<file path="src/salc_pkg.sv">
// Shared types, constants and helper functions of the set-associative LRU cache lookup.
package salc_pkg;

    localparam int ADDR_WIDTH = 32;
    localparam int CNT_WIDTH  = 32;
    localparam int CFG_WIDTH  = 4;
    localparam int CFG_IDX_W  = 2;
    localparam int MAX_SETS   = 1024;
    localparam int SET_BITS   = $clog2(MAX_SETS);
    localparam int MAX_WAYS   = 8;
    localparam int WAY_BITS   = 3;
    localparam int TAG_WIDTH  = 30;
    localparam int SHIFT_W    = 5;

    // Configuration register indexes.
    localparam logic [CFG_IDX_W-1:0] CFG_INDEX_BITS  = 2'd0;
    localparam logic [CFG_IDX_W-1:0] CFG_OFFSET_BITS = 2'd1;
    localparam logic [CFG_IDX_W-1:0] CFG_WAYS_IN_USE = 2'd2;

    // Register reset values.
    localparam logic [CFG_WIDTH-1:0] INDEX_BITS_RST  = 4'd10;
    localparam logic [CFG_WIDTH-1:0] OFFSET_BITS_RST = 4'd2;
    localparam logic [CFG_WIDTH-1:0] WAYS_RST        = 4'd1;

    // One RAM row holds a whole set: valid bits, tags and the LRU list.
    typedef struct packed {
        logic [MAX_WAYS-1:0]                valid;
        logic [MAX_WAYS-1:0][TAG_WIDTH-1:0] tag;
        logic [MAX_WAYS-1:0][WAY_BITS-1:0]  lru;
    } t_row;

    // Commands from the controller to the datapath.
    typedef struct packed {
        logic clear;
        logic lookup;
        logic update;
    } t_cmd;

    // Status from the datapath to the controller.
    typedef struct packed {
        logic clear_last;
    } t_status;

    // Clamp a 4-bit register into [lo, hi].
    function automatic logic [CFG_WIDTH-1:0] clamp4(
        input logic [CFG_WIDTH-1:0] v,
        input logic [CFG_WIDTH-1:0] lo,
        input logic [CFG_WIDTH-1:0] hi
    );
        logic [CFG_WIDTH-1:0] r;
        r = v;
        if (v < lo) begin
            r = lo;
        end else if (v > hi) begin
            r = hi;
        end
        return r;
    endfunction

    // Row value after reset: nothing valid, tags zero, LRU list in way order.
    function automatic t_row reset_row();
        t_row r;
        r.valid = '0;
        r.tag   = '0;
        for (int p = 0; p < MAX_WAYS; p++) begin
            r.lru[p] = WAY_BITS'(p);
        end
        return r;
    endfunction

    // Saturating counter increment.
    function automatic logic [CNT_WIDTH-1:0] sat_inc(input logic [CNT_WIDTH-1:0] v);
        return (v == {CNT_WIDTH{1'b1}}) ? v : v + CNT_WIDTH'(1);
    endfunction

endpackage

</file>
<file path="src/salc_ctrl.sv">
// Controller state machine: clearing pass, idle, and the lookup and update sequence.
module salc_ctrl (
    input  logic              i_clk,
    input  logic              i_rst_n,
    input  logic              start,
    input  salc_pkg::t_status i_status,
    output salc_pkg::t_cmd    o_cmd,
    output logic              busy
);

    typedef enum logic [2:0] {
        S_CLEAR  = 3'b001,
        S_IDLE   = 3'b010,
        S_UPDATE = 3'b100
    } t_state;

    t_state r_state;
    t_state n_state;

    // State register.
    always_ff @(posedge i_clk) begin
        if (!i_rst_n) begin
            r_state <= S_CLEAR;
        end else begin
            r_state <= n_state;
        end
    end

    // Next state and commands.
    always_comb begin
        n_state = r_state;
        o_cmd   = '0;
        unique case (r_state)
            S_CLEAR: begin
                o_cmd.clear = 1'b1;
                if (i_status.clear_last) begin
                    n_state = S_IDLE;
                end
            end
            S_IDLE: begin
                if (start) begin
                    o_cmd.lookup = 1'b1;
                    n_state      = S_UPDATE;
                end
            end
            S_UPDATE: begin
                o_cmd.update = 1'b1;
                n_state      = S_IDLE;
            end
            default: begin
                n_state = S_CLEAR;
            end
        endcase
    end

    assign busy = (r_state != S_IDLE);

endmodule

</file>
<file path="config.mk">
export PLATFORM = sky130hd
export DESIGN_NAME = salc_ctrl
export DESIGN_NICKNAME = d
export VERILOG_FILES = /design/src/salc_pkg.sv /design/src/salc_ctrl.sv
export SDC_FILE = /design/constraint.sdc
export NUM_CORES = 1
export LEC_CHECK = 0
export ABC_CLOCK_PERIOD_IN_PS = 900
export BUFFER_PORTS_ARGS = -buffer_cell sky130_fd_sc_hd__buf_2
export CAP_MARGIN = 20
export CORE_AREA = 2 2 39 41
export DETAILED_ROUTE_END_ITERATION = 8
export DIE_AREA = 0 0 41 43
export PLACE_DENSITY = 0.3
export SLEW_MARGIN = 15
export SYNTH_ARGS = -nofsm -noshare
export SYNTH_HDL_FRONTEND = slang
export SYNTH_SLANG_ARGS = --single-unit
export TNS_END_PERCENT = 30
</file>
<file path="constraint.sdc">
create_clock -name i_clk -period 0.9 [get_ports i_clk]
set_input_delay 0.18 -clock i_clk [delete_from_list [all_inputs] [get_ports i_clk]]
set_output_delay 0.18 -clock i_clk [all_outputs]
set_load 0.01 [all_outputs]
</file>
==> results of run 1 <==
Yosys cell counts (all sizes together):
cell    number  area share [%]
or2b         1             5.0
nor4b        1             5.8
nor2         2             9.9
inv          1             2.5
and2         2             8.3
o31a         1             5.8
a21oi        1             3.3
nor3b        1             5.0
or3b         1             7.4
dfxtp        3              40
nand2b       1             4.1
o21ai        1             3.3
logic make-up (layout without fill, tap and decap cells):
logic type / Yosys count / in the layout / share of synthesized area (%)
buffers and inverters: 1 / 15 / 2.477
AOI/OAI and AO/OA: 3 / 3 / 12.39
and+or+nand+nor: 9 / 9 / 45.46
DFF: 3 / 3 / 39.67
path summary, 6_finish.rpt:
kind | cells past startpoint | start | slack (ps) | to
max | 3 | r_state[2]$_SDFFE_PN0P_ | -420 | o_cmd[1]
min | 2 | i_rst_n | 170 | r_state[0]$_SDFFE_PN1P_
max reg2reg | 4 | r_state[2]$_SDFFE_PN0P_ | -140 | r_state[1]$_SDFFE_PN0P_
min reg2reg | 3 | r_state[2]$_SDFFE_PN0P_ | 650 | r_state[2]$_SDFFE_PN0P_
metrics by stage:
step                      hold slack (ps)  cell area [um^2]  cells  setup slack, ps
final                               169.3             292.8     46           -424.7
after global routing                188.0             292.8     46           -456.5
after CTS                           165.4             271.5     46           -438.0
after detailed placement            408.3             235.2     42           -237.6
after global placement              410.6             235.2     42           -233.4
after floorplan                     260.0             157.7     16           -162.8
routing by layer:
metal	GRT usage (%)	routed length, um
met5	0	0
met4	6.000	0
met3	3.141	11
met2	8.438	238
met1	4.487	131
layout by cell type (no fill, tap or decap), drive strengths merged:
cell type	count
a21oi	1
and2	2
buf	10
clkbuf	4
dfxtp	3
inv	1
nand2b	1
nor2	2
nor3b	1
nor4b	1
o21ai	1
o31a	1
or2b	1
or3b	1
cell type report:
| cell class | count | area (um^2) |
|---|---|---|
| clock buffers | 4 | 26.28 |
| fillers | 160 | 1091 |
| inverters | 1 | 3.754 |
| multi-input cells | 12 | 110.1 |
| flip-flops and latches | 3 | 62.56 |
| well taps | 16 | 20.02 |
| repair buffers | 10 | 70.07 |
timing repair:
action,in CTS,in global routing
pin swaps,2,2
endpoints found under the hold margin,0,0
hold buffers,0,0
setup endpoints to repair,7,7
gates resized for setup,3,4
critical path: stages (launching register included):
cell and delay, ps:
sky130_fd_sc_hd__dfxtp_2 310, sky130_fd_sc_hd__or3b_4 400, sky130_fd_sc_hd__nor2_4 100, sky130_fd_sc_hd__buf_6 100
power groups by stage:
stage / logic [uW] / clock network [uW] / registers [uW]
global route: 77.2 / 242 / 146
floorplan: 30.5 / 0 / 149
finish: 70.4 / 227 / 146
CTS: 63.0 / 238 / 146
detailed placement: 61.7 / 0 / 148
global placement: 61.4 / 0 / 148
==> parameters.txt, run 1 <==
Parameter                              Value

Pwr
  Net switching component of the power    94.47 uW
  PwrDens    between 1500 and 2000 nW/um^2
  Sw Share    a little over a fifth
  Total chip power    approximately 440 uW
  Part of the total power dissipated in combinational logic    15.9%
  Proportion of power drawn by flip-flops and latches    32.9%
  Internal    348.4 uW
  Portion of total power attributed to the clock network    51.2%
  VDD IR max    roughly 0.22 mV
  Leakage power summed over all cells    0.0001199 uW

CTS
  Clock Path Buffers    2
  Clock tree root buffer cell    sky130_fd_sc_hd__clkbuf_4
  Maximum level of the CTS H-tree    1
  Post-CTS Setup Bufs    0
  Post-CTS clock slew at the launch and capture registers of the worst setup and hold paths    ~30 ps
  Worst skew pair latency    between 200 and 250 ps
  Number of clock sinks seen by CTS    3
  TritonCTS clock tree    yes
  Number of buffers inserted during clock tree synthesis    3

Routing
  Number of vias per cell after detailed routing    3.543
  Violation count after the first detailed-route iteration    3
  Count of antenna-violating nets left after detailed routing    0
  Drc violations    0
  Iteration count of the initial detailed-routing pass    2
  Average wire per cell in the routed design    8.283 um
  Via Count    163
  Final routed wirelength across all metal layers    381 um

Final layout
  Largest registers    r_state (3)
  Largest register by flop count    r_state
  Share of the core filled with cells    21.16%
  Number of nets in the layout    35
  Fraction of final layout cells sized beyond drive strength 1    a little over two thirds
  Area overhead of the layout relative to synthesis    93.39%
  Number of inserted diodes    0
  Flip-flop count of the largest register, all copies and words added    3

STA
  Minimum period implied by the final worst setup slack    between 1000 and 1500 ps
  Highest clock rate    754.9 MHz
  Slew of the pin with the lowest slew margin    251.4 ps
  Worst clock skew on the final layout    1.560 ps
  Number of setup violations in the final report    7
  Setup repair after global routing missed its margin    yes
  Post-route worst setup slack    -424.7 ps
  Share of the clock period used by the worst path    147.2%
  Hold violation count in the final report    0
  Final slew viol count    0
  Worst slew margin    83.00%
  Fin Setup TNS    -1741 ps

Floorplan
  Overall die area    roughly 1800 um^2
  Core Box Area    roughly 1400 um^2
  Horizontal die dimension    41 um
  Effective utilization at floorplan    approximately 11%
  Chip Height    43 um
  Number of top-level pins    8
  Num rows    14

Synthesis
  Synth Net Count    20
  Syn_area_per_cell    between 9 and 10 um^2
  Number of distinct library cells after synthesis    13
  Total number of yosys warnings    0
  Flip-flop and latch count after synthesis    3
  Mapped cell area    151.4 um^2
  Sequential share of the synthesized area    39.67%
  Post-synthesis instance total    16

Global route
  Number of global-route vias before repair    166
  Pin count of the biggest net entering global routing    5
  Global-route wire length before repair    slightly above 600 um
  Antenna violations before repair    0
  Total Routing Usage GR    5.617%
  Grt ovf    0

Job
  Max_cap viols    0

Worst setup path
  Crit Path Max Fanout    2
  Kind of critical path    register to output port
  Data arrival, critical path    1140 ps
  Kind of start point of the critical path    register
  Req. time, crit path    between 700 and 800 ps
  Setup crit end kind    output port

Placed design
  HPWL Detailed    301 um
  Port-buffer cells    7
  RePlAce Congestion    0.5495

Outcome
  Failing checks    negative setup slack
  Outcome    finished with violations

Worst hold path
  Hold crit path type    input port to register
Power figures use the tool's default switching activity.
==> inputs of run 2 (changes only) <==
- TNS_END_PERCENT: 30 -> not set
==> parameters.txt, run 2 (synthesized netlist as in run 1, its figures left out) <==
Parameter                              Value

Outcome
  Outcome    finished with violations (unchanged)
  Failing checks    negative setup slack (unchanged)

Worst setup path
  Cell depth of the worst flop-to-flop path    4 (unchanged)
  Count of buffering cells on the critical path with inverters included    1 (unchanged)
  Kind of start point of the critical path    register (unchanged)
  Data arrival, critical path    1150 ps (was 1140 ps)
  Setup crit end kind    output port (unchanged)
  Kind of critical path    register to output port (unchanged)
  Crit-path cells    or3b_4 -> nor2_4 -> buf_6 (unchanged)
  Crit path depth    3 (unchanged)
  Register-to-register setup slack    -190 ps (was -140 ps)
  Biggest cell delay along the critical path    410 ps (was 400 ps)
  Req. time, crit path    720 ps (about the same)
  Cell with the largest stage delay on the worst path    sky130_fd_sc_hd__or3b_4 (unchanged)
  Family with the most delay on the worst path    simple AND/OR/NAND/NOR gates (unchanged)
  Crit Path Max Fanout    2 (unchanged)

Global route
  Met2 GRT Util    9.375% (was 8.438%)
  Met3 Use GR    7.853% (was 3.141%)
  Antenna violations before repair    0 (unchanged)
  Grt ovf    0 (unchanged)
  Total Routing Usage GR    7.932% (was 5.617%)
  Global routing met1 resource utilization    8.039% (was 4.487%)
  Gr busiest metal    met2 (unchanged)
  Number of global-route vias before repair    167 (was 166)
  Global-route wire length before repair    821 um (was 607 um)
  Pin count of the biggest net entering global routing    5 (unchanged)

Job
  Max_cap viols    0 (unchanged)

Routing
  Number of vias per cell after detailed routing    3.673 (was 3.543)
  Final routed wirelength across all metal layers    418 um (was 381 um)
  Average wire per cell in the routed design    8.531 um (was 8.283 um)
  Via Count    180 (was 163)
  Violation count after the first detailed-route iteration    0 (was 3)
  Iteration count of the initial detailed-routing pass    1 (was 2)
  Drc violations    0 (unchanged)
  Count of antenna-violating nets left after detailed routing    0 (unchanged)

CTS
  Number of clock sinks seen by CTS    3 (unchanged)
  Number of buffers inserted during clock tree synthesis    3 (unchanged)
  Clock tree root buffer cell    sky130_fd_sc_hd__clkbuf_4 (unchanged)
  Maximum level of the CTS H-tree    1 (unchanged)
  Post-CTS clock slew at the launch and capture registers of the worst setup and hold paths    40 ps (was 30 ps)
  Clock Path Buffers    2 (unchanged)
  TritonCTS clock tree    yes (unchanged)
  Worst skew pair latency    230 ps (about the same)

Placed design
  Port-buffer cells    7 (unchanged)
  RePlAce Congestion    0.6447 (was 0.5495)
  HPWL Detailed    284.6 um (was 301 um)
  Setup slack after placement    -249.4 ps (was -237.6 ps)

Final layout
  Largest registers    r_state (3) (unchanged)
  Number of nets in the layout    38 (was 35)
  Most used cells in the layout excluding fill and tap cells    sky130_fd_sc_hd__buf_2, sky130_fd_sc_hd__buf_4, sky130_fd_sc_hd__clkbuf_4, sky130_fd_sc_hd__buf_6 (was sky130_fd_sc_hd__buf_2, sky130_fd_sc_hd__clkbuf_4, sky130_fd_sc_hd__buf_4)
  Layout filler cell count    161 (was 160)
  Number of inserted diodes    0 (unchanged)
  Fraction of final layout cells sized beyond drive strength 1    78.79% (was 70.00%)
  Largest register by flop count    r_state (unchanged)
  Area overhead of the layout relative to synthesis    114.9% (was 93.39%)
  Flip-flop count of the largest register, all copies and words added    3 (unchanged)
  Share of the core filled with cells    23.51% (was 21.16%)

Pwr
  VDD IR max    0.3924 mV (was 0.2233 mV)
  PwrDens    1413 nW/um^2 (was 1513 nW/um^2)
  Leakage power summed over all cells    0.0001373 uW (was 0.0001199 uW)

STA
  Hold violation count in the final report    0 (unchanged)
  Number of setup violations in the final report    7 (unchanged)
  Worst clock skew on the final layout    5.821 ps (was 1.560 ps)
  Post-route worst setup slack    -428.9 ps (was -424.7 ps)
  Final slew viol count    0 (unchanged)
  Setup repair after global routing missed its margin    yes (unchanged)
  Share of the clock period used by the worst path    147.7% (was 147.2%)
  Worst slew margin    82.85% (was 83.00%)
  Minimum period implied by the final worst setup slack    1329 ps (was 1325 ps)
  Slew of the pin with the lowest slew margin    253.7 ps (was 251.4 ps)
  Highest clock rate    752.5 MHz (was 754.9 MHz)

Floorplan
  Overall die area    1763 um^2 (unchanged)
  Effective utilization at floorplan    10.94% (unchanged)
  Horizontal die dimension    41 um (unchanged)
  Chip Height    43 um (unchanged)
  Num rows    14 (unchanged)
  Core Box Area    1384 um^2 (unchanged)
  Number of top-level pins    8 (unchanged)

Worst hold path
  Hold crit path type    input port to register (unchanged)
  Hold Crit Depth    2 (unchanged)
## run 2: cell count changes in the layout (fill, tap and decap cells not counted), sizes merged
| cell | delta |
|---|---|
| buf | +3 |
## run 2: area by class of cell
type | count | area, um^2 | share of cell area [%]
clock buffers | 4 | 26.28 | 8.077
inverters | 1 | 3.754 | 1.154
multi-input cells | 12 | 116.4 | 35.77
flip-flops and latches | 3 | 62.56 | 19.23
well taps | 16 | 20.02 | 6.154
repair buffers | 13 | 96.34 | 29.62
## run 2: path summary, 6_finish.rpt
kind / startpoint / endpoint
setup / recovery: r_state[2]$_SDFFE_PN0P_ / o_cmd[1]
hold / removal: i_rst_n / r_state[0]$_SDFFE_PN1P_
setup reg to reg: r_state[0]$_SDFFE_PN1P_ / r_state[1]$_SDFFE_PN0P_
hold reg to reg: r_state[0]$_SDFFE_PN1P_ / r_state[0]$_SDFFE_PN1P_
## run 2: worst reg2reg max path: stages (launching register included)
cell and delay [ps]:
sky130_fd_sc_hd__dfxtp_2 320, sky130_fd_sc_hd__buf_6 120, sky130_fd_sc_hd__nor3b_2 150, sky130_fd_sc_hd__and2_4 130, sky130_fd_sc_hd__o31a_1 260
## run 2: repair_timing
| item | 4_1_cts | 5_1_grt |
|---|---|---|
| gates resized for setup | 7 | 2 |
| hold buffers | 0 | 0 |
| buffers inserted | 2 | 2 |
| setup endpoints to repair | 7 | 7 |
| pin swaps | 4 | 1 |
## run 2: metrics by stage
stage	power [uW]	hold WS [ps]	std cells	setup TNS, ps	cell area [um^2]
2_1_floorplan	180.7	259.9	16	-474.7	158.9
3_3_place_gp	205.3	395.7	41	-940.0	229.0
3_5_place_dp	204.3	395.2	41	-897.7	229.0
4_1_cts	468.6	145.7	47	-1856	305.3
5_1_grt	500.6	176.3	49	-2275	325.3
6_report	459.7	159.2	49	-1906	325.3
## run 2: per-layer routing
layer  share of wire, %  wire length, um
met2                 56              232
met5                  0                0
met1                 37              156
met4                  0                0
met3                6.9               29
## run 2: power by group
group          total, uW  switching (uW)  leakage [uW]  internal [uW]
sequential           146            4.17     0.0000246            142
clock                237            70.6     0.0000150            166
combinational       76.5            31.3     0.0000977           45.2
total                460             106      0.000137            354
